## src/sv/i2cst_pkg.sv

```systemverilog
// ----------------------------------------------------------------------------
// i2cst_pkg
// Shared types, constants and the divider step for the SCL timing calculator.
// ----------------------------------------------------------------------------
package i2cst_pkg;

  localparam int unsigned DivW     = 18;
  localparam int unsigned SpeedW   = 12;
  localparam int unsigned WordW    = 16;

  localparam logic [DivW-1:0] IclkHs   = 18'd19200;
  localparam logic [DivW-1:0] IclkFast = 18'd9600;
  localparam logic [DivW-1:0] IclkStd  = 18'd4000;
  localparam logic [SpeedW-1:0] SpeedFastMax = 12'd400;
  localparam logic [SpeedW-1:0] SpeedStdMax  = 12'd100;
  localparam logic [WordW-1:0] LowAdj  = 16'd7;
  localparam logic [WordW-1:0] HighAdj = 16'd5;
  // fixed fast/standard times in high-speed mode: s = 19200 / 400 = 48
  localparam logic [WordW-1:0] HsFsLow  = 16'd25;
  localparam logic [WordW-1:0] HsFsHigh = 16'd11;
  // x / 3 == (x * Recip3) >> Recip3Sh for x < 2**19
  localparam logic [DivW:0] Recip3   = 19'd174763;
  localparam int unsigned   Recip3Sh = 19;
  // x / 75 for x < 2**11 and x / 125 for x < 2**13 by reciprocal multiply
  localparam logic [13:0]   Recip75    = 14'd1748;
  localparam int unsigned   Recip75Sh  = 17;
  localparam logic [13:0]   Recip125   = 14'd8389;
  localparam int unsigned   Recip125Sh = 20;

  localparam logic [1:0] MODE_STD  = 2'd0;
  localparam logic [1:0] MODE_FAST = 2'd1;
  localparam logic [1:0] MODE_HS   = 2'd2;

  localparam logic CFG_FCLK  = 1'b0;
  localparam logic CFG_FORCE = 1'b1;

  typedef struct packed {
    logic [1:0]       mode;
    logic             zero;
    logic [WordW-1:0] psc;
    logic [DivW-1:0]  dvd_b;
    logic [DivW-1:0]  dvs_b;
  } item_t;

  typedef struct packed {
    logic [DivW-1:0] rem;
    logic [DivW-1:0] quo;
    logic [DivW-1:0] dvs;
  } lane_t;

  typedef struct packed {
    logic [1:0]       mode;
    logic             zero;
    logic [WordW-1:0] psc;
    lane_t            b;
  } stage_t;

  function automatic lane_t div_step(lane_t l);
    logic [DivW:0] t;
    lane_t         r;
    t     = {l.rem, l.quo[DivW-1]};
    r.dvs = l.dvs;
    if (t >= {1'b0, l.dvs}) begin
      r.rem = DivW'(t - {1'b0, l.dvs});
      r.quo = {l.quo[DivW-2:0], 1'b1};
    end else begin
      r.rem = t[DivW-1:0];
      r.quo = {l.quo[DivW-2:0], 1'b0};
    end
    return r;
  endfunction

endpackage

```

## src/sv/i2cst_back.sv

```systemverilog
// ----------------------------------------------------------------------------
// i2cst_back
// Pipelined restoring divider, one quotient bit per stage, then time split.
// ----------------------------------------------------------------------------
module i2cst_back (
  input  logic                          clk,
  input  logic                          rst_n,
  input  logic                          head_valid,
  input  i2cst_pkg::item_t              head,
  output logic                          pop,
  output logic                          out_valid,
  input  logic                          out_stall,
  output logic [i2cst_pkg::WordW-1:0]   out_prescaler,
  output logic [i2cst_pkg::WordW-1:0]   out_scl_low_word,
  output logic [i2cst_pkg::WordW-1:0]   out_scl_high_word,
  output logic                          out_high_speed
);
  import i2cst_pkg::*;

  stage_t         st_r   [DivW];
  stage_t         st_nxt [DivW];
  logic [DivW-1:0] vld_r, vld_nxt;
  logic           en;
  stage_t         init;

  logic           ovld_r, ovld_nxt;
  logic [WordW-1:0] psc_r, lo_r, hi_r;
  logic           hs_r;
  logic [WordW-1:0] psc_nxt, lo_nxt, hi_nxt;

  stage_t         fin;
  logic [DivW-1:0] s;
  logic [2*DivW:0] prod;
  logic [WordW-1:0] s3, t_lo, t_hi, fs_lo, fs_hi, hs_lo, hs_hi, q;

  // advance the whole pipe unless the result register is held
  assign en  = !ovld_r || !out_stall;
  assign pop = en;

  always_comb begin
    init.mode  = head.mode;
    init.zero  = head.zero;
    init.psc   = head.psc;
    init.b.rem = '0;
    init.b.quo = head.dvd_b;
    init.b.dvs = head.dvs_b;
    for (int k = 0; k < DivW; k++) begin
      st_nxt[k] = (k == 0) ? init : st_r[(k == 0) ? 0 : k-1];
      st_nxt[k].b = div_step(st_nxt[k].b);
    end
    vld_nxt = {vld_r[DivW-2:0], head_valid};
  end

  always_comb begin
    fin   = st_r[DivW-1];
    s     = fin.b.quo;
    prod  = s * Recip3;
    s3    = WordW'(prod >> Recip3Sh);
    t_lo  = WordW'(s) - s3 - LowAdj;
    t_hi  = s3 - HighAdj;
    q     = fin.zero ? '0 : WordW'(s);
    hs_lo = '0;
    hs_hi = '0;
    case (fin.mode)
      MODE_HS: begin
        fs_lo = HsFsLow;
        fs_hi = HsFsHigh;
        hs_lo = t_lo;
        hs_hi = t_hi;
      end
      MODE_FAST: begin
        fs_lo = t_lo;
        fs_hi = t_hi;
      end
      default: begin
        fs_lo = q - LowAdj;
        fs_hi = q - HighAdj;
      end
    endcase
    psc_nxt  = fin.psc;
    lo_nxt   = {hs_lo[7:0], 8'h00} | fs_lo;
    hi_nxt   = {hs_hi[7:0], 8'h00} | fs_hi;
    ovld_nxt = vld_r[DivW-1];
  end

  always_ff @(posedge clk) begin
    if (!rst_n) begin
      vld_r  <= '0;
      ovld_r <= 1'b0;
    end else if (en) begin
      vld_r  <= vld_nxt;
      ovld_r <= ovld_nxt;
    end
  end

  always_ff @(posedge clk) begin
    if (en) begin
      for (int k = 0; k < DivW; k++) st_r[k] <= st_nxt[k];
      psc_r <= psc_nxt;
      lo_r  <= lo_nxt;
      hi_r  <= hi_nxt;
      hs_r  <= (fin.mode == MODE_HS);
    end
  end

  assign out_valid         = ovld_r;
  assign out_prescaler     = psc_r;
  assign out_scl_low_word  = lo_r;
  assign out_scl_high_word = hi_r;
  assign out_high_speed    = hs_r;

endmodule

```

## config.mk

```make
export PLATFORM = sky130hd
export DESIGN_NAME = i2cst_back
export DESIGN_NICKNAME = d
export VERILOG_FILES = /design/src/sv/i2cst_pkg.sv /design/src/sv/i2cst_back.sv
export SDC_FILE = /design/constraint.sdc
export NUM_CORES = 2
export LEC_CHECK = 0
export BUFFER_PORTS_ARGS = -buffer_cell sky130_fd_sc_hd__buf_2
export CORE_ASPECT_RATIO = 1.25
export CORE_MARGIN = 2
export CORE_UTILIZATION = 56
export CTS_BUF_LIST = sky130_fd_sc_hd__clkbuf_4 sky130_fd_sc_hd__clkbuf_8 sky130_fd_sc_hd__clkbuf_16
export DETAILED_ROUTE_END_ITERATION = 12
export PLACE_DENSITY = 0.72
export SYNTH_ARGS = -nofsm -noshare
export SYNTH_HDL_FRONTEND = slang
export SYNTH_SLANG_ARGS = --single-unit
```

## constraint.sdc

```tcl
create_clock -name clk -period 43.8 [get_ports clk]
set_input_delay 0 -clock clk [delete_from_list [all_inputs] [get_ports clk]]
set_output_delay 0 -clock clk [all_outputs]
set_load 0.01 [all_outputs]
```

=== Yosys cells after proc, flatten, opt, wreduce, memory -nomap -nowiden ===
Memories as Yosys holds them, arrays and structs flattened.
Index checks and enable logic that the tools add are counted.

* Add/sub/neg operators: 23
* Multipliers: 1
* Magnitude comparators: 18
* Eq/ne operators: 2
* Multiplexer cells: 25
* Bitwise logic cells: 2
* Reduce and logical (&&, ||, !) cells: 3

{| class="wikitable"
|+ Operator list
! kind !! count
|-
| $mux W36 || 18
|-
| $ge A19 B18 Y1 || 17
|-
| $sub A18 B18 Y18 || 17
|-
| $pmux W16 S2 || 2
|-
| $sub A16 B3 Y16 const B || 4
|-
| $mul A18 B18 Y35 const B || 1
|-
| $or A16 B16 Y16 || 2
|-
| $ge A1 B18 Y1 || 1
|-
| $sub A1 B18 Y18 || 1
|-
| $mux W16 || 1
|-
| $mux W8 || 2
|-
| $sub A16 B16 Y16 || 1
|-
| $eq A2 B1 Y1 const B || 1
|-
| $eq A2 B2 Y1 const B || 1
|-
| $logic_not A1 Y1 || 2
|-
| $mux W1 || 2
|-
| $logic_or A1 B1 Y1 || 1
|}

* Bits in registers: 68
* RAM bits: 1314
* Logic and storage cells: 81
* Memories: 1

{| class="wikitable"
|+ Memory list
! memory !! depth !! width !! read ports !! clocked after Yosys merged registers in !! wr ports !! RTL line !! source
|-
| st_r || 18 || 73 || 18 || 0 || 18 || i2cst_back.sv:20 || <nowiki>stage_t st_r [DivW];</nowiki>
|}

=== Depth between registers and ports, before layout ===
An unclocked memory read counts as a cell.

* Word-level depth: 6
* Depth in mapped cells: 33
* Gate-level depth less buffers: 33

=== Worst setup path after synthesis ===
No wires, ideal clock.

* Path type: register -> register
* From: reg ovld_r (netlist: out_valid)
* To: reg hs_r (netlist: out_high_speed), enable pin
* Arrival: 36.493 ns
* Required time: 41.590 ns
* Path slack: 5.097 ns
* Cell stages (with the launch flop): 4
* Path buffers: 1
* Clock period less this slack: 38.703 ns
* Path through: dfxtp_1 and2_1 clkinv_1 clkbuf_1

* Longest elaborated chain between the ends: 2

{| class="wikitable"
|+ RTL lines
! element !! RTL line !! source
|-
| start: declaration || i2cst_back.sv:26 || <nowiki>logic ovld_r, ovld_nxt;</nowiki>
|-
| start signal: assignment || i2cst_back.sv:92 || <nowiki>ovld_r <= ovld_nxt;</nowiki>
|-
| $logic_not A1 Y1 || i2cst_back.sv:37 || <nowiki>assign en = !ovld_r || !out_stall;</nowiki>
|-
| $logic_or A1 B1 Y1 || i2cst_back.sv:37 ||
|-
| net pop || i2cst_back.sv:10 || <nowiki>output logic pop,</nowiki>
|-
| end signal: assignment || i2cst_back.sv:102 || <nowiki>hs_r <= (fin.mode == MODE_HS);</nowiki>
|-
| end: declaration || i2cst_back.sv:28 || <nowiki>logic hs_r;</nowiki>
|}

The timed path passes the listed nets, and every way through them passes these cells.
A chain may end at the register's enable or synchronous reset.

==> summary.md <==
| Metric | Value |
|---|---|
| Run status | `completed` |
| Overall routing resource usage | `20.4%` |
| Setup TNS | `0 ns` |
| RSZ-0062 raised after global routing | `no` |
| Post-CTS setup buffers | `0` |
| Power Density | `68.0 mW/mm²` |
| Global route total overflow | `0` |
| Setup WS post-layout | `34.98 ns` |
| TritonCTS buffer count | `134` |
| Drt drc | `0` |
| CTS root buffer | `clkbuf_16` |
| Area of placed instances | `0.0687 mm²` |
| First-pass GRT wire length | `195 mm` |
| CTS H-Tree Depth | `4` |
| Syn_nets | `5714` |
| Final period utilization | `20.1%` |
| Commonest non-fill, non-tap cell in the layout | `edfxtp_1` |
| Drt first pass iters | `6` |
| Post-synth ARST share | `0%` |
| Routed Antenna Nets | `0` |
| Antenna violations before repair | `0` |
| Worst EP arrival | `9.43 ns` |
| Critical hold path startpoint | `rst_n` |
| Routed WL | `124 mm` |
| Yosys warns | `0` |
| Area Overhead vs Synth | `12.4%` |
| Final Hold Vio Count | `0` |
| CTS sink count | `1346` |
| DIE WIDTH | `312 µm` |
| Slowest stage delay, CP | `0.74 ns` |
| Mapped Cells | `5034` |
| Most frequent cells in the layout | `edfxtp_1 (1327), inv_1 (730), ha_1 (497)` |
| Post_cts resized | `0` |
| Maximum fanout along the worst path | `15` |
| Post-DR wirelength/cell | `17.6 µm` |
| Final setup violating endpoints | `0` |
| WS Path Type | `flop to flop` |
| Hold WC Path Type | `primary input to flop` |
| Reg area | `0.0402 mm²` |
| Antenna cells | `0` |
| Synthesized area | `0.0662 mm²` |
| DRT iter0 DRCs | `2364` |
| Min cycle time layout | `8.82 ns` |
| Fmax | `113 MHz` |
| Max Cap Violations | `0` |
| DIE AREA | `0.121 mm²` |
| Layout cells sized above 1 | `9.34%` |
| Worst-Margin Slew | `1.14 ns` |
| Vias | `38200` |
| Clock Tree Buf Depth | `3` |
| Synth Flop Type | `edfxtp_1` |
| Initial core utilization | `56.3%` |
| M1 WL | `45.5 mm` |
| # port buffers | `109` |
| Setup crit end kind | `flop` |
| Worst-path clk slew | `0.06 ns` |
| Vias per cell | `5.44` |
| GP Congestion | `0.949` |
| Pre-CTS setup slack | `35.07 ns` |
| Skew final | `0.0471 ns` |
| Required time of the critical path | `44.41 ns` |
| Met2 wire length | `68.7 mm` |
| Clk_lat worst skew | `0.77 ns` |
| DR top layer | `met4` |
| Vias in the first global route | `39100` |
| Dpl hpwl | `88.3 mm` |
| Crit-path slowest cell | `edfxtp_1` |
| Worst VDD drop | `0.0000918 V` |
| IO Count | `110` |
| Worst R2R Start | `st_r[17][21]` |
| Count of different cell masters after synthesis | `87` |
| WL met3 | `3.57 mm` |
| Final Slew Violations | `0` |
| CTS tree | `done` |
| Core ar. | `0.118 mm²` |
| Fillers | `8737` |
| Static Leak | `32.3 nW` |
| Avg Inst Size Synth | `13.2 µm²` |
| Largest net degree at the start of global routing | `192` |
| Fin nets | `6029` |
| Hold-fix buffers, CTS | `113` |
| Post-synth EDFFs | `1327` |
| Die Ht | `388 µm` |
| Worst setup path start | `st_r[17][21]` |
| Critical Path Most Common Cell | `fa_1` |
| #FFs+latches synth | `1346` |
| Startpoint Class | `flop` |
| Register area share after synthesis | `60.8%` |
| Combined area of the multi-input logic cells | `0.0230 mm²` |
| Final design area excluding fillers | `0.0744 mm²` |
| Max-slew headroom | `23.2%` |
| Cell Rows | `141` |
kinds of logic (layout without fill, tap and decap cells):
| logic type | after synthesis | after routing | share of synthesized area (%) |
|---|---|---|---|
| fa+ha+maj | 621 | 621 | 13.1 |
| mux | 157 | 157 | 2.62 |
| xor+xnor | 223 | 223 | 2.98 |
| flops | 1346 | 1346 | 60.8 |
| buf+inv | 797 | 1215 | 4.57 |
| simple gates | 973 | 973 | 7.05 |
| compound gates | 917 | 917 | 8.88 |
metal layers:
layer  vias to the layer above  GRT usage, %
li1                      18800             -
met1                     18300          20.9
met2                       762          39.9
met3                       324          2.85
met4                         0          10.6
met5                         -             0
flip-flops by register name, indices dropped and copies added, names as in the netlist:
| register | flops |
|---|---|
| st_r | 1278 |
| vld_r | 18 |
| out_prescaler | 16 |
| out_scl_high_word | 16 |
| out_scl_low_word | 16 |
| out_high_speed | 1 |
| out_valid | 1 |
metrics by stage:
stage | utilization, % | std cells | power (mW) | hold WS (ns)
floorplan | - | 5034 | 3.26 | 0.0989
global placement | 58.4 | 6673 | 3.87 | 0.177
detailed placement | 58.4 | 6673 | 3.89 | 0.178
CTS | 63.2 | 7025 | 5.10 | 0.0913
global route | 63.2 | 7025 | 5.40 | 0.148
finish | 63.2 | 7025 | 5.06 | 0.161
synthesized netlist by cell type (12+ instances only):
cell type     n  area [µm²]
a211o_1      17         149
a211oi_1     25         188
a21boi_0     73         548
a21o_1       72         541
a21oi_1     214        1070
a22oi_1      12        90.1
a31oi_1      46         288
and2_1       19         119
and3_1       22         138
clkbuf_1     48         180
dfxtp_1      19         380
edfxtp_1   1327       39800
fa_1        124        2480
ha_1        497        6220
inv_1       730        2740
mux2_2      129        1450
mux2i_1      24         240
nand2_1     291        1090
nand2b_1     32         200
nand3_1      47         235
nand4_1      47         294
nor2_1      275        1030
nor2b_1      69         432
nor3_1       67         335
nor4_1       20         125
o211ai_1     22         165
o21a_1       44         330
o21ai_0     216        1080
o21ai_1      20         100
o21bai_1     19         143
o31ai_1      39         293
or2_2        16         100
or3_1        15        93.8
xnor2_1     146        1280
xor2_1       75         657
path summary, 6_finish.rpt:
kind	cells after the start	slack, ns	endpoint
setup / recovery	30	34.98	out_scl_low_word[15]
hold / removal	3	0.16	out_valid
setup reg to reg	30	34.98	out_scl_low_word[15]
hold reg to reg	0	0.39	st_r[16][23]
final cells by class:
class	instances	share of cell area, %
Clock inverter	83	1.38
Clock buffer	156	4.75
Timing Repair Buffer	244	2.53
Sequential cell	1346	54.1
Multi-Input combinational cell	2891	30.9
Tap cell	1573	2.65
Inverter	732	3.70
where the power goes:
part	leakage [nW]	internal [mW]	switching, mW
logic	15.3	0.910	1.33
registers	14.7	1.59	0.0673
clock network	2.24	0.687	0.482
total	32.3	3.18	1.88
critical path, delay by kind of cell, from the launching register on:
family | cells | cell delay, ns
flops | 1 | 0.74
xor+xnor | 3 | 1.00
compound gates | 11 | 1.95
buf+inv | 3 | 0.24
fa+ha+maj | 9 | 3.98
simple gates | 4 | 0.76
Note: power is estimated with default switching activity, not from simulation.
