==> config.mk <==
export PLATFORM = sky130hd
export DESIGN_NAME = i2cst_front
export DESIGN_NICKNAME = d
export VERILOG_FILES = /design/src/sv/i2cst_pkg.sv /design/src/sv/i2cst_front.sv
export SDC_FILE = /design/constraint.sdc
export NUM_CORES = 1
export LEC_CHECK = 0
export BUFFER_PORTS_ARGS = -buffer_cell sky130_fd_sc_hd__buf_4
export CORE_AREA = 4 4 183 167
export CTS_BUF_LIST = sky130_fd_sc_hd__clkbuf_16
export CTS_CLUSTER_SIZE = 10
export DETAILED_ROUTE_END_ITERATION = 10
export DIE_AREA = 0 0 187 171
export SYNTH_ARGS = -nofsm -noshare
export SYNTH_HDL_FRONTEND = slang
export SYNTH_SLANG_ARGS = --single-unit
==> constraint.sdc <==
create_clock -name clk -period 10.6 [get_ports clk]
set_input_delay 3.18 -clock clk [delete_from_list [all_inputs] [get_ports clk]]
set_output_delay 3.18 -clock clk [all_outputs]
set_load 0.01 [all_outputs]
==> src/sv/i2cst_pkg.sv <==
// ----------------------------------------------------------------------------
// i2cst_pkg
// Shared types, constants and the divider step for the SCL timing calculator.
// ----------------------------------------------------------------------------
package i2cst_pkg;

  localparam int unsigned DivW     = 18;
  localparam int unsigned SpeedW   = 12;
  localparam int unsigned WordW    = 16;

  localparam logic [DivW-1:0] IclkHs   = 18'd19200;
  localparam logic [DivW-1:0] IclkFast = 18'd9600;
  localparam logic [DivW-1:0] IclkStd  = 18'd4000;
  localparam logic [SpeedW-1:0] SpeedFastMax = 12'd400;
  localparam logic [SpeedW-1:0] SpeedStdMax  = 12'd100;
  localparam logic [WordW-1:0] LowAdj  = 16'd7;
  localparam logic [WordW-1:0] HighAdj = 16'd5;
  // fixed fast/standard times in high-speed mode: s = 19200 / 400 = 48
  localparam logic [WordW-1:0] HsFsLow  = 16'd25;
  localparam logic [WordW-1:0] HsFsHigh = 16'd11;
  // x / 3 == (x * Recip3) >> Recip3Sh for x < 2**19
  localparam logic [DivW:0] Recip3   = 19'd174763;
  localparam int unsigned   Recip3Sh = 19;
  // x / 75 for x < 2**11 and x / 125 for x < 2**13 by reciprocal multiply
  localparam logic [13:0]   Recip75    = 14'd1748;
  localparam int unsigned   Recip75Sh  = 17;
  localparam logic [13:0]   Recip125   = 14'd8389;
  localparam int unsigned   Recip125Sh = 20;

  localparam logic [1:0] MODE_STD  = 2'd0;
  localparam logic [1:0] MODE_FAST = 2'd1;
  localparam logic [1:0] MODE_HS   = 2'd2;

  localparam logic CFG_FCLK  = 1'b0;
  localparam logic CFG_FORCE = 1'b1;

  typedef struct packed {
    logic [1:0]       mode;
    logic             zero;
    logic [WordW-1:0] psc;
    logic [DivW-1:0]  dvd_b;
    logic [DivW-1:0]  dvs_b;
  } item_t;

  typedef struct packed {
    logic [DivW-1:0] rem;
    logic [DivW-1:0] quo;
    logic [DivW-1:0] dvs;
  } lane_t;

  typedef struct packed {
    logic [1:0]       mode;
    logic             zero;
    logic [WordW-1:0] psc;
    lane_t            b;
  } stage_t;

  function automatic lane_t div_step(lane_t l);
    logic [DivW:0] t;
    lane_t         r;
    t     = {l.rem, l.quo[DivW-1]};
    r.dvs = l.dvs;
    if (t >= {1'b0, l.dvs}) begin
      r.rem = DivW'(t - {1'b0, l.dvs});
      r.quo = {l.quo[DivW-2:0], 1'b1};
    end else begin
      r.rem = t[DivW-1:0];
      r.quo = {l.quo[DivW-2:0], 1'b0};
    end
    return r;
  endfunction

endpackage

==> src/sv/i2cst_front.sv <==
// ----------------------------------------------------------------------------
// i2cst_front
// Classifies a speed request into mode, prescaler, dividend and divisor;
// two-entry queue.
// ----------------------------------------------------------------------------
module i2cst_front (
  input  logic                            clk,
  input  logic                            rst_n,
  input  logic                            in_valid,
  output logic                            in_stall,
  input  logic [i2cst_pkg::SpeedW-1:0]    in_speed_khz,
  input  logic [i2cst_pkg::DivW-1:0]      fclk_khz,
  input  logic                            force_fast,
  input  logic                            pop,
  output logic                            head_valid,
  output i2cst_pkg::item_t                head
);
  import i2cst_pkg::*;

  item_t      q_r [2];
  logic       wr_r, wr_nxt, rd_r, rd_nxt;
  logic [1:0] cnt_r, cnt_nxt;
  item_t      cls;
  logic       hs, fast;
  logic [DivW-1:0] iclk;
  logic       push, do_pop;
  logic [12:0]      p_num;
  logic [26:0]      p_prod;
  logic [WordW-1:0] p_quo;

  always_comb begin
    hs   = in_speed_khz > SpeedFastMax;
    fast = !hs && (in_speed_khz > SpeedStdMax);
    if (hs || force_fast) iclk = IclkHs;
    else if (fast)        iclk = IclkFast;
    else                  iclk = IclkStd;
    // fclk / internal clock: drop the power-of-two factor, multiply by a reciprocal
    if (hs || force_fast) begin
      p_num  = {3'b000, fclk_khz[DivW-1:8]};
      p_prod = p_num * Recip75;
      p_quo  = WordW'(p_prod >> Recip75Sh);
    end else if (fast) begin
      p_num  = {2'b00, fclk_khz[DivW-1:7]};
      p_prod = p_num * Recip75;
      p_quo  = WordW'(p_prod >> Recip75Sh);
    end else begin
      p_num  = fclk_khz[DivW-1:5];
      p_prod = p_num * Recip125;
      p_quo  = WordW'(p_prod >> Recip125Sh);
    end
    cls.mode  = hs ? MODE_HS : (fast ? MODE_FAST : MODE_STD);
    cls.zero  = (in_speed_khz == '0);
    cls.psc   = p_quo - 16'd1;
    // standard mode divides by twice the speed: halve the dividend instead
    cls.dvd_b = hs ? fclk_khz : (fast ? iclk : {1'b0, iclk[DivW-1:1]});
    cls.dvs_b = DivW'(in_speed_khz);
  end

  assign in_stall   = (cnt_r == 2'd2);
  assign push       = in_valid && !in_stall;
  assign head_valid = (cnt_r != 2'd0);
  assign do_pop     = pop && head_valid;
  assign head       = q_r[rd_r];

  always_comb begin
    wr_nxt  = push   ? !wr_r : wr_r;
    rd_nxt  = do_pop ? !rd_r : rd_r;
    cnt_nxt = cnt_r + {1'b0, push} - {1'b0, do_pop};
  end

  always_ff @(posedge clk) begin
    if (!rst_n) begin
      wr_r  <= 1'b0;
      rd_r  <= 1'b0;
      cnt_r <= 2'd0;
    end else begin
      wr_r  <= wr_nxt;
      rd_r  <= rd_nxt;
      cnt_r <= cnt_nxt;
    end
  end

  always_ff @(posedge clk) begin
    if (push) q_r[wr_r] <= cls;
  end

endmodule

Word level (Yosys, flattened, before mapping)

Memories as Yosys holds them, arrays and structs flattened. A register that Yosys moved wholly into a read port is not among the register bits.
Cells that the tools add are included.

Logic and storage cells: 35
Register bits after elaboration: 4
Bits in latches: 0
Memories kept: 1
Input port bits: 35
Output and inout bits: 57
RAM bits: 98
ROM bits: 0

Multiplexer cells: 12
Add/sub/neg operators: 3
Eq/ne operators: 1
$lt $le $gt $ge: 2
Divide/modulo/power cells: 0
$mul: 3
Bitwise logic cells: 0
Shift operators: 0
Reductions and logical operators: 10

Memory list:

| memory | depth | width | rd ports | clocked after Yosys merged registers in | wr ports | line              | text |
|---|---|---|---|---|---|---|---|
| q_r    | 2     | 49    | 1        | 1                                       | 1        | i2cst_front.sv:20 | `item_t q_r [2];` |

Operators with widths:

| operator                 | number |
|---|---|
| $mux W18                 | 3 |
| $mul A13 B14 Y27 const B | 1 |
| $mul A11 B9 Y20 const B  | 1 |
| $mul A10 B9 Y19 const B  | 1 |
| $sub A16 B1 Y16 const B  | 1 |
| $mux W14                 | 1 |
| $mux W7                  | 2 |
| $gt A12 B7 Y1 const B    | 1 |
| $gt A12 B9 Y1 const B    | 1 |
| $logic_not A12 Y1        | 1 |
| $mux W1                  | 5 |
| $logic_not A1 Y1         | 4 |
| $logic_and A1 B1 Y1      | 3 |
| $add A2 B1 Y2            | 1 |
| $eq A2 B2 Y1 const B     | 1 |
| $mux W2                  | 1 |
| $reduce_bool A2 Y1       | 1 |
| $sub A2 B1 Y2            | 1 |
| $logic_or A1 B1 Y1       | 1 |

Longest topological paths before layout

Gate-level depths: netlist (run 1).

Depth after elaboration: 7
Mapped depth: 24
Mapped depth without buffers: 24

Worst setup path before layout (run 1)

OpenSTA, ideal clock, no wires.

Path type: input to register
Start point: input fclk_khz[10] (netlist bit)
End point: memory q_r[0][36] (netlist bit), data pin
Data required time: 10.348 ns
Setup slack: 3.041 ns
Stages on the path: 23
Library setup time: 0.252 ns
Arrival: 7.307 ns
Buffers on the path: 0
Cells stage by stage: inv_1 > ha_1 > inv_1 > ha_1 > inv_1 > fa_1 > inv_1 > ha_1 > inv_1 > fa_1 > inv_1 > ha_1 > a21oi_1 > o21ai_0 > a221o_1 > a221oi_2 > xnor2_1 > o221ai_2 > ha_1 > nand2_1 > nor3_1 > ha_1 > inv_1

RTL lines:

| item        | line              | text |
|---|---|---|
| from (decl) | i2cst_front.sv:12 | `input logic [i2cst_pkg::DivW-1:0] fclk_khz,` |
| to (decl)   | i2cst_front.sv:20 |  |

==> metrics.md, run 1 <==
| Metric | Value |
|---|---|
| P_int | `between 0.001 and 0.0015 W` |
| Adder-cell area share of the yosys netlist | `33.7%` |
| Final #Nets | `1080` |
| Final Cycle Share | `about three quarters` |
| CP Capture Type | `flop` |
| Reg2Reg Setup Slack | `around 8.7 ns` |
| Mux cell area share after synthesis | `approximately 6.4%` |
| HP Class | `reg2reg` |
| Final Util | `34.3%` |
| Clock sinks | `97` |
| Slew headroom | `56.3%` |
| Synth Area in XOR/XNOR | `1.75%` |
| H-tree levels | `3` |
| Largest family of logic cells by synthesized area | `adder cells` |
| Top Ports | `92` |
| Skew-Pair Late Insertion Delay | `0.34 ns` |
| Main synth FF type | `edfxtp_1` |
| Die X | `187 um` |
| Hold Path Stages | `2` |
| Crit-path cells | `buf_4 -> ha_1 -> inv_1 -> fa_1 -> fa_1 -> inv_1 -> fa_1 -> ha_1 -> a21o_1 -> a21oi_1 -> a21boi_0 -> o31ai_1 -> xnor2_1 -> o221ai_1 -> ha_1 -> nand2_1 -> nor3_1 -> ha_1 -> inv_1` |
| Final WS setup | `2.67 ns` |
| Dpl ws | `approximately 2.4 ns` |
| Arr. time, crit path | `between 8 and 9 ns` |
| CP startpoint kind | `input pin` |
| P_sw | `0.000810 W` |
| Postcts setup bufs | `0` |
| Setup TNS Final | `0 ns` |
| Share of cells above drive strength 1 | `19.9%` |
| Max incr delay on CP | `around 0.54 ns` |
| Number of routed nets with antenna violations | `0` |
| Synth cell types | `66` |
| CTS clk-pin slew, worst paths | `0.07 ns` |
| PortBufs | `85` |
| Gate power share | `58.0%` |
| Full die area | `32000 sq um` |
| TritonCTS buffer count | `9` |
| CTS tree | `done` |
| Setup Crit Path Kind | `in2reg` |
| Cell area power density | `between 200 and 250 nW/um^2` |
| Number of global-route vias before repair | `5632` |
| CP required | `10.81 ns` |
| Min Tclk post-route | `7.93 ns` |
| Post-route cell area | `9810 sq um` |
| Critical Path Fanout Max | `6` |
| Max_cap viols | `0` |
| Synth top area cells | `edfxtp_1 32%, ha_1 20%, fa_1 14%` |
| Placed insts | `1206` |
| Layout area overhead | `15.4%` |
| Clock share of power | `roughly 15%` |
| Asr flop ratio synth | `0%` |
| DRT Pass-1 Iters | `6` |
| Yosys top cell by area | `edfxtp_1` |
| Synth Area in Simple Gates | `8.24%` |
| Crit Reg-Reg Endpoint | `q_r[0][35]` |
| Post-CTS sizing | `0` |
| Die Y | `171 um` |
| Fin. max-slew vios | `0` |
| Fin cells | `1222` |
| Hold buffers post-CTS | `0` |
| Starting density of the core | `29.7%` |
| RSZ-0062 raised after global routing | `no` |
| Hold Path Sink | `rd_r` |
| Post-Syn Area per Cell | `between 10 and 15 sq um` |
| Core ar. | `between 20000 and 30000 sq um` |
| FF-to-FF path depth | `4` |
| Setup Skew | `0.00867 ns` |
| # rows | `59` |
| Routability Congestion | `0.813` |
| P_leak | `4.51 nW` |
| Vias | `5662` |
| Avg WL per Cell | `between 15 and 20 um` |
| Drt first-iter violations | `roughly 240` |
| Worst VDD drop | `roughly 0.07 mV` |
| Cell mode on critical path | `ha_1` |
| Sequential area share after synthesis | `33.7%` |
| Slowest cell on crit path | `fa_1` |
| DR vias/cell | `4.63` |
| EDFF count, synth | `92` |
| Outcome | `complete, no violations` |
| First-pass GRT wire length | `~30000 um` |
| Antenna Cells | `0` |
| Post-detail-place hpwl | `about 15000 um` |
| Final wirelength | `18300 um` |
| Largest net degree at the start of global routing | `47` |
| CTS root buf | `clkbuf_16` |
| Yosys warnings | `0` |
| Post-synth design cell area | `8500 sq um` |
| Largest buffer count on any clock path | `2` |
| Worst-margin pin slew | `~0.66 ns` |
| Mapped Cells | `around 770` |
| Fin. Hold Viols | `0` |
| Hold_sp | `rd_r` |
| Post-synthesis compound-gate area fraction | `7.83%` |
| Residual DRC | `0` |
| Gr ovfl total | `0` |
| Share of the synthesized area in the top cell type | `about a third` |
| Peak Freq | `approximately 130 MHz` |
| Initial antenna violation count | `0` |
| GRT Overall Usage | `a little under an eighth` |
| Setup violators final | `0` |
| Post-synthesis register bit count | `97` |
| Sequential group share of total power | `between 20% and 30%` |
| Switching share of total power | `40.8%` |
| Worst reg2reg path startpoint | `cnt_r[0]` |
| Placed Area | `9540 sq um` |
-- final cells by class --
type                       count  area (sq um)
clock inverter                 7          47.5
multi-input combinational    495          4960
sequential                    97          2860
fill                        2892         18800
tap                          366           458
clock buffer                   9           225
timing repair buffer          88           661
inverter                     160           601
-- layer usage --
metal  routed length (um)  vias up  global-route usage (%)
li1                     -     2787                       -
met1                 9540     2720                    17.5
met2                 7800      139                    17.3
met3                  769       16                    1.53
met4                  238        0                    3.05
met5                    0        -                       0
-- state kept, by name, summed over array words and instances, names as in the netlist, named ones only --
signal  count
rd_r        1
cnt_r       2
wr_r        1
q_r        92
-- power by group through the flow --
stage	Clock, W	Sequential [W]	Combinational (W)
finish	0.000295	0.000539	0.00115
global route	0.000317	0.000545	0.00131
CTS	0.000304	0.000539	0.00116
detailed placement	0	0.000547	0.00115
global placement	0	0.000544	0.00114
floorplan	0	0.000545	0.000806
-- worst max-delay path, delay by kind of cell --
family                   cells  cell delay (ns)
AO/OA/AOI/OAI                5             1.45
XOR/XNOR                     1             0.11
adder cells (fa/ha/maj)      7             2.62
buffers and inverters        4             0.49
AND/OR/NAND/NOR              2             0.29
-- synthesized netlist by cell type (all sizes together) (2+ instances only) --
master	number
clkbuf	10
or2	2
and2	13
nor2	27
o221ai	2
nand3	13
o311ai	2
inv	160
buf	10
xor2	6
a22oi	2
nor3	9
o21bai	4
a211oi	9
nand2b	3
mux2i	3
mux2	46
a31oi	6
o21a	4
nand4	6
nor2b	3
or3	3
a21oi	22
a221oi	2
o211ai	3
xnor2	11
fa	58
nand4b	2
ha	136
a21o	7
nand2	42
nor4	4
dfxtp	5
o31ai	2
edfxtp	92
and4	2
o21ai	22
-- worst max-delay path by stage --
stage                 start    endpoint  slack [ns]  cells past startpoint
4_1_cts        fclk_khz[13]  q_r[1][36]        2.76                     19
6_report       fclk_khz[13]  q_r[1][36]        2.67                     19
3_3_place_gp   fclk_khz[13]  q_r[0][36]        2.46                     19
5_1_grt        fclk_khz[13]  q_r[1][36]        2.33                     19
3_5_place_dp   fclk_khz[13]  q_r[0][36]        2.40                     19
2_1_floorplan  fclk_khz[10]  q_r[0][36]        3.04                     23
-- logic make-up after synthesis --
family / Yosys count
buf+inv: 180
flops: 97
simple gates: 133
fa+ha+maj: 194
xor+xnor: 17
other cells: 1
mux: 49
compound gates: 96
-- through the flow --
step           hold WS [ns]  power, W
3_3_place_gp          0.519   0.00169
2_1_floorplan         0.504   0.00135
6_report              0.544   0.00198
4_1_cts               0.551   0.00200
3_5_place_dp          0.526   0.00170
5_1_grt               0.598   0.00217
-- layout by cell type, fill, tap and decap left out, types with 21 or more instances in the layout --
master / Yosys / layout
nand2_1: 40 / 40
nor2_1: 26 / 25
a21oi_1: 21 / 21
inv_1: 159 / 159
ha_1: 136 / 136
edfxtp_1: 92 / 92
fa_1: 58 / 58
buf_4: 9 / 88
o21ai_0: 21 / 21
mux2_2: 46 / 46
Note: power is estimated with default switching activity, not from simulation.
==> run 2, diff against run 1 <==
--- a/config.mk
+++ b/config.mk
@@ -5,12 +5,13 @@
 export SDC_FILE = /design/constraint.sdc
 export NUM_CORES = 1
 export LEC_CHECK = 0
+export ABC_AREA = 1
 export BUFFER_PORTS_ARGS = -buffer_cell sky130_fd_sc_hd__buf_4
-export CORE_AREA = 4 4 183 167
+export CORE_AREA = 4 4 190 174
 export CTS_BUF_LIST = sky130_fd_sc_hd__clkbuf_16
 export CTS_CLUSTER_SIZE = 10
 export DETAILED_ROUTE_END_ITERATION = 10
-export DIE_AREA = 0 0 187 171
+export DIE_AREA = 0 0 194 178
 export SYNTH_ARGS = -nofsm -noshare
 export SYNTH_HDL_FRONTEND = slang
 export SYNTH_SLANG_ARGS = --single-unit
==> constraint.sdc (replaced) <==
create_clock -name clk -period 7.3 [get_ports clk]
set_input_delay 2.19 -clock clk [delete_from_list [all_inputs] [get_ports clk]]
set_output_delay 2.19 -clock clk [all_outputs]
set_load 0.01 [all_outputs]
==> run 2 against run 1 <==
Compared with the run above:
- routed wire length increased by 13%
- critical endpoint is now q_r[0][36]
- critical path type unchanged
- worst setup slack got worse by 2.1 ns
- count of clock-buffer cells in the layout unchanged
==> metrics.md, run 2 <==
| Metric | Value |
|---|---|
| CTS root buf | `clkbuf_16 (unchanged)` |
| Postcts setup bufs | `0 (unchanged)` |
| First-pass GRT wire length | `33600 um (was 29700 um)` |
| Die Y | `178 um (was 171 um)` |
| DR WL met3 | `1420 um (was 769 um)` |
| CTS tree | `done (unchanged)` |
| Max_cap viols | `0 (unchanged)` |
| Vias | `6708 (was 5662)` |
| Max reg flops | `92 (unchanged)` |
| HP Class | `reg2reg (unchanged)` |
| Setup TNS Final | `0 ns (unchanged)` |
| Fin. max-slew vios | `0 (unchanged)` |
| GRT Overall Usage | `12.0% (was 11.5%)` |
| Core ar. | `30800 sq um (was 28600 sq um)` |
| Setup violators final | `0 (unchanged)` |
| Biggest regs | `q_r x92, cnt_r x2 (unchanged)` |
| Arr. time, crit path | `6.81 ns (was 8.14 ns)` |
| Critical Path Fanout Max | `9 (was 6)` |
| Worst VDD drop | `0.148 mV (was 0.0695 mV)` |
| Top Ports | `92 (unchanged)` |
| Routability Congestion | `0.889 (was 0.813)` |
| Drt first-iter violations | `377 (was 238)` |
| Post-Syn Area per Cell | `9.25 sq um (was 11.1 sq um)` |
| Avg WL per Cell | `13.8 um (was 15.0 um)` |
| PortBufs | `85 (unchanged)` |
| Yosys top cell by area | `edfxtp_1 (unchanged)` |
| Sequential area share after synthesis | `31.1% (was 33.7%)` |
| Residual DRC | `0 (unchanged)` |
| Full die area | `34500 sq um (was 32000 sq um)` |
| Reg2Reg Setup Slack | `5.21 ns (was 8.69 ns)` |
| Slew headroom | `36.1% (was 56.3%)` |
| Setup Crit Path Kind | `in2reg (unchanged)` |
| Most frequent cells in the layout | `223 x inv_1, 173 x nand2_1, 136 x ha_1 (was 159 x inv_1, 136 x ha_1, 92 x edfxtp_1)` |
| M1 WL | `10900 um (was 9540 um)` |
| Gr ovfl total | `0 (unchanged)` |
| Largest buffer count on any clock path | `2 (unchanged)` |
| P_leak | `5.27 nW (was 4.51 nW)` |
| Post-synth design cell area | `9190 sq um (was 8500 sq um)` |
| CP startpoint kind | `input pin (unchanged)` |
| Outcome | `complete, no violations (unchanged)` |
| CTS clk-pin slew, worst paths | `0.06 ns (was 0.07 ns)` |
| Fin. Hold Viols | `0 (unchanged)` |
| Fin cells | `1496 (was 1222)` |
| Hold buffers post-CTS | `0 (unchanged)` |
| Synth top area cells | `edfxtp_1 30%, ha_1 19%, fa_1 13% (was edfxtp_1 32%, ha_1 20%, fa_1 14%)` |
| Max incr delay on CP | `0.53 ns (was 0.54 ns)` |
| Placed Area | `10300 sq um (was 9540 sq um)` |
| Most common cell after layout, fill and taps aside | `inv_1 (unchanged)` |
| Asr flop ratio synth | `0% (unchanged)` |
| Placed insts | `1480 (was 1206)` |
| Min Tclk post-route | `6.71 ns` |
| DRT Pass-1 Iters | `5 (was 6)` |
| Post-route cell area | `10600 sq um (was 9810 sq um)` |
| Worst hold slack | `0.443 ns (was 0.544 ns)` |
| TritonCTS buffer count | `9 (unchanged)` |
| Initial antenna violation count | `0 (unchanged)` |
| EDFF count, synth | `92 (unchanged)` |
| Main synth FF type | `edfxtp_1 (unchanged)` |
| Post-synthesis register bit count | `97 (unchanged)` |
| Worst Path Buf+Inv | `7 (was 4)` |
| Share of cells above drive strength 1 | `17.8% (was 19.9%)` |
| Synth cell types | `41 (was 66)` |
| Largest Register | `q_r (unchanged)` |
| Setup Skew | `0.00339 ns (was 0.00867 ns)` |
| Worst-margin pin slew | `0.949 ns (was 0.655 ns)` |
| Share of the synthesized area in the top cell type | `30.1% (was 32.5%)` |
| Layout area overhead | `15.1% (was 15.4%)` |
| H-tree levels | `3 (unchanged)` |
| Post-detail-place hpwl | `17000 um (was 14800 um)` |
| Cell area power density | `298 nW/um^2 (was 202 nW/um^2)` |
| DR vias/cell | `4.48 (was 4.63)` |
| # rows | `61 (was 59)` |
| Met2 WL | `8000 um (was 7800 um)` |
| Post-CTS sizing | `0 (unchanged)` |
| Yosys warnings | `0 (unchanged)` |
| Mapped Cells | `994 (was 767)` |
| Antenna Cells | `0 (unchanged)` |
| Slowest cell on crit path | `fa_1 (unchanged)` |
| CP Capture Type | `flop (unchanged)` |
| Most frequent cells after synthesis | `220 x inv_1, 173 x nand2_1, 136 x ha_1 (was 159 x inv_1, 136 x ha_1, 92 x edfxtp_1)` |
| Clock sinks | `97 (unchanged)` |
| RSZ-0062 raised after global routing | `no (unchanged)` |
| Final #Nets | `1311 (was 1080)` |
| Peak Freq | `149 MHz` |
| Die X | `194 um (was 187 um)` |
| Skew-Pair Late Insertion Delay | `0.34 ns (about the same)` |
| CP top delay family | `adder cells (unchanged)` |
| Final Cycle Share | `92.0%` |
| Largest net degree at the start of global routing | `47 (unchanged)` |
| Top-count cell post-synth | `inv_1 (unchanged)` |
| Final wirelength | `20700 um (was 18300 um)` |
| Top sig layer | `met4 (unchanged)` |
| Number of global-route vias before repair | `6397 (was 5632)` |
| Cell mode on critical path | `inv_1 (was ha_1)` |
| CP required | `7.40 ns (was 10.81 ns)` |
| Number of routed nets with antenna violations | `0 (unchanged)` |
| Starting density of the core | `29.8% (was 29.7%)` |
[run 2: metrics by stage]
step                      power (W)  setup slack (ns)  util (%)
after floorplan             0.00216             0.881         -
after global placement      0.00270             0.348      33.4
after detailed placement    0.00272             0.249      33.4
after CTS                   0.00318             0.606      34.3
after global routing        0.00347             0.216      34.3
final                       0.00316             0.588      34.3
[run 2: worst paths after layout]
path,from,to,cells after the start
worst max register to register,cnt_r[1],cnt_r[1],8
worst max-delay path,fclk_khz[8],q_r[0][36],25
worst min-delay path,rd_r,flop,1
worst min register to register,rd_r,flop,1
[run 2: cells by family after synthesis]
kind of cell / count (synthesis) / synth area share, %
flops: 97 / 31.1
fa+ha+maj: 194 / 31.1
xor+xnor: 4 / 0.381
compound gates: 70 / 4.34
buf+inv: 244 / 10.5
mux: 46 / 5.63
simple gates: 338 / 16.9
other cells: 1 / 0.0408
[run 2: per-layer routing]
metal  GRT usage, %  vias up
met3           1.91       23
met5              0        -
met4           3.72        0
met1           19.1     3121
li1               -     3363
met2           16.6      201
[run 2: final cells by class]
class / count / area [sq um]
Inverter: 228 / 858
Multi-Input combinational cell: 658 / 5400
Clock inverter: 7 / 55.1
Clock buffer: 9 / 225
Timing Repair Buffer: 88 / 661
Fill cell: 3210 / 20300
Tap cell: 409 / 512
Sequential cell: 97 / 2860
[run 2: report_power, final]
| part | internal (W) | switching, W |
|---|---|---|
| sequential | 0.000778 | 0.0000240 |
| combinational | 0.000746 | 0.00116 |
| clock | 0.000259 | 0.000185 |
| total | 0.00178 | 0.00137 |
[run 2: worst register-to-register path, cell delays in order (launching register included)]
cell and delay, ns:
dfxtp_1 0.33, inv_1 0.07, o21ai_0 0.74, ha_1 0.37, inv_1 0.06, ha_1 0.14
xnor2_1 0.13, o21ai_0 0.10, a21oi_1 0.10
==> run 3, diff against run 2 <==
--- a/config.mk
+++ b/config.mk
@@ -6,12 +6,12 @@
 export NUM_CORES = 1
 export LEC_CHECK = 0
 export ABC_AREA = 1
-export BUFFER_PORTS_ARGS = -buffer_cell sky130_fd_sc_hd__buf_4
 export CORE_AREA = 4 4 190 174
 export CTS_BUF_LIST = sky130_fd_sc_hd__clkbuf_16
 export CTS_CLUSTER_SIZE = 10
 export DETAILED_ROUTE_END_ITERATION = 10
 export DIE_AREA = 0 0 194 178
+export DONT_BUFFER_PORTS = 1
 export SYNTH_ARGS = -nofsm -noshare
 export SYNTH_HDL_FRONTEND = slang
 export SYNTH_SLANG_ARGS = --single-unit
==> run 3 against run 2 <==
Compared with the run above:
- clock skew hardly changed
- sequential cell count did not move
- clock power is 25% higher
- largest cell class unchanged
- worst setup slack improved by 0.15 ns
- highest routed layer unchanged
- routed wire length about the same
- core utilization shrank 1.8 points
==> metrics.md, run 3 (same netlist as run 2, synthesis figures left out) <==
| Metric | Value |
|---|---|
| CP startpoint kind | `input pin (unchanged)` |
| Gr ovfl total | `0 (unchanged)` |
| Die Y | `178 um (unchanged)` |
| Fin. Hold Viols | `0 (unchanged)` |
| Max reg flops | `92 (unchanged)` |
| Peak Freq | `152 MHz (was 149 MHz)` |
| Sequential group share of total power | `26.8% (was 25.4%)` |
| Post-detail-place hpwl | `17100 um (was 17000 um)` |
| Arr. time, crit path | `6.78 ns (was 6.81 ns)` |
| CP required | `7.51 ns (was 7.40 ns)` |
| Critical Path Fanout Max | `8 (was 9)` |
| # rows | `61 (unchanged)` |
| Skew-Pair Late Insertion Delay | `0.34 ns (about the same)` |
| Most frequent cells in the layout | `220 x inv_1, 173 x nand2_1, 136 x ha_1 (was 223 x inv_1, 173 x nand2_1, 136 x ha_1)` |
| GRT Overall Usage | `12.0% (about the same)` |
| Min Tclk post-route | `6.57 ns (was 6.71 ns)` |
| Worst-margin pin slew | `1.12 ns (was 0.949 ns)` |
| Slew headroom | `25.3% (was 36.1%)` |
| CTS clk-pin slew, worst paths | `0.06 ns (about the same)` |
| Post-CTS sizing | `0 (unchanged)` |
| Final #Nets | `1225 (was 1311)` |
| Worst hold slack | `0.457 ns (was 0.443 ns)` |
| Postcts setup bufs | `0 (unchanged)` |
| Avg WL per Cell | `14.7 um (was 13.8 um)` |
| TritonCTS buffer count | `9 (unchanged)` |
| DR WL met3 | `1680 um (was 1420 um)` |
| Top sig layer | `met4 (unchanged)` |
| Antenna Cells | `0 (unchanged)` |
| Dpl ws | `0.406 ns (was 0.249 ns)` |
| Vias | `6409 (was 6708)` |
| Most common cell after layout, fill and taps aside | `inv_1 (unchanged)` |
| Final WS setup | `0.734 ns (was 0.588 ns)` |
| Drt first-iter violations | `393 (was 377)` |
| Hold buffers post-CTS | `0 (unchanged)` |
| First-pass GRT wire length | `33200 um (was 33600 um)` |
| Cell area power density | `310 nW/um^2 (was 298 nW/um^2)` |
| P_sw | `0.00134 W (was 0.00137 W)` |
| CP Capture Type | `flop (unchanged)` |
| CTS tree | `done (unchanged)` |
| Fin. max-slew vios | `0 (unchanged)` |
| Worst VDD drop | `0.170 mV (was 0.148 mV)` |
| Number of global-route vias before repair | `6184 (was 6397)` |
| Biggest regs | `q_r x92, cnt_r x2 (unchanged)` |
| Initial antenna violation count | `0 (unchanged)` |
| Met2 WL | `8210 um (was 8000 um)` |
| P_int | `0.00176 W (was 0.00178 W)` |
| RSZ-0062 raised after global routing | `no (unchanged)` |
| Clock sinks | `97 (unchanged)` |
| Setup Crit Path Kind | `in2reg (unchanged)` |
| Switching share of total power | `43.3% (was 43.5%)` |
| Residual DRC | `0 (unchanged)` |
| PortBufs | `0 (was 85)` |
| Setup TNS Final | `0 ns (unchanged)` |
| Fill count | `3182 (was 3210)` |
| Gate power share | `55.3% (was 60.5%)` |
| HP Class | `reg2reg (unchanged)` |
| Final Cycle Share | `89.9% (was 92.0%)` |
| M1 WL | `10700 um (was 10900 um)` |
| Largest Register | `q_r (unchanged)` |
| Largest buffer count on any clock path | `2 (unchanged)` |
| Die X | `194 um (unchanged)` |
| Max_cap viols | `0 (unchanged)` |
| Clock share of power | `17.9% (was 14.1%)` |
| Final wirelength | `20700 um (about the same)` |
| Full die area | `34500 sq um (unchanged)` |
| Layout area overhead | `8.87% (was 15.1%)` |
| Share of cells above drive strength 1 | `10.9% (was 17.8%)` |
| H-tree levels | `3 (unchanged)` |
| Setup violators final | `0 (unchanged)` |
| CTS root buf | `clkbuf_16 (unchanged)` |
| Starting density of the core | `29.8% (unchanged)` |
| Core ar. | `30800 sq um (unchanged)` |
| Top Ports | `92 (unchanged)` |
| Number of routed nets with antenna violations | `0 (unchanged)` |
| Outcome | `complete, no violations (unchanged)` |
| DR vias/cell | `4.55 (was 4.48)` |
| DRT Pass-1 Iters | `5 (unchanged)` |
| P_leak | `4.88 nW (was 5.27 nW)` |
| Largest net degree at the start of global routing | `47 (unchanged)` |
| Setup Skew | `0.00387 ns (was 0.00339 ns)` |
| Routability Congestion | `0.901 (was 0.889)` |
-- run 3: power groups by stage --
stage	registers (W)	logic, W	clock network [W]
final	0.000832	0.00171	0.000556
after global routing	0.000847	0.00196	0.000588
after CTS	0.000834	0.00172	0.000569
after detailed placement	0.000845	0.00170	0
after global placement	0.000841	0.00169	0
after floorplan	0.000811	0.00135	0
-- run 3: layer usage --
layer,vias up,track usage [%]
met5,-,0
met1,3000,19.0
li1,3183,-
met3,9,2.70
met2,217,16.8
met4,0,1.85
-- run 3: layout make-up --
type / count / area (sq um) / area share, %
Multi-Input combinational cell: 658 / 5400 / 54.0
Inverter: 228 / 858 / 8.58
Tap cell: 409 / 512 / 5.11
Sequential cell: 97 / 2860 / 28.6
Clock buffer: 9 / 225 / 2.25
Timing Repair Buffer: 2 / 15.0 / 0.150
Clock inverter: 7 / 133 / 1.33
-- run 3: metrics by stage --
stage / cells / cell area, sq um / total power, W / util (%)
3_5_place_dp: 1394 / 9650 / 0.00255 / 31.3
3_3_place_gp: 1394 / 9650 / 0.00253 / 31.3
5_1_grt: 1410 / 10000 / 0.00339 / 32.5
6_report: 1410 / 10000 / 0.00310 / 32.5
4_1_cts: 1410 / 10000 / 0.00312 / 32.5
2_1_floorplan: 999 / 9210 / 0.00216 / -
-- run 3: final timing paths --
path | startpoint | end | slack [ns] | depth (start not counted)
worst max register to register | cnt_r[1] | cnt_r[1] | 5.24 | 8
worst min-delay path | rd_r | rd_r | 0.46 | 1
worst min register to register | rd_r | rd_r | 0.46 | 1
worst max-delay path | fclk_khz[9] | q_r[0][36] | 0.73 | 22
-- run 3: critical path, stage by stage --
cell and delay [ns]:
ha_1 0.33, inv_1 0.10, fa_1 0.56, fa_1 0.54, fa_1 0.55, inv_1 0.04
ha_1 0.32, a21oi_1 0.23, o21ai_0 0.20, a21oi_1 0.24, a21o_2 0.16, nand3_1 0.07
nand2_1 0.09, nand2_1 0.05, nand2_1 0.21, ha_1 0.23, inv_1 0.05, nor2_1 0.15
nand2_1 0.09, nor2_1 0.10, ha_1 0.23, inv_1 0.06
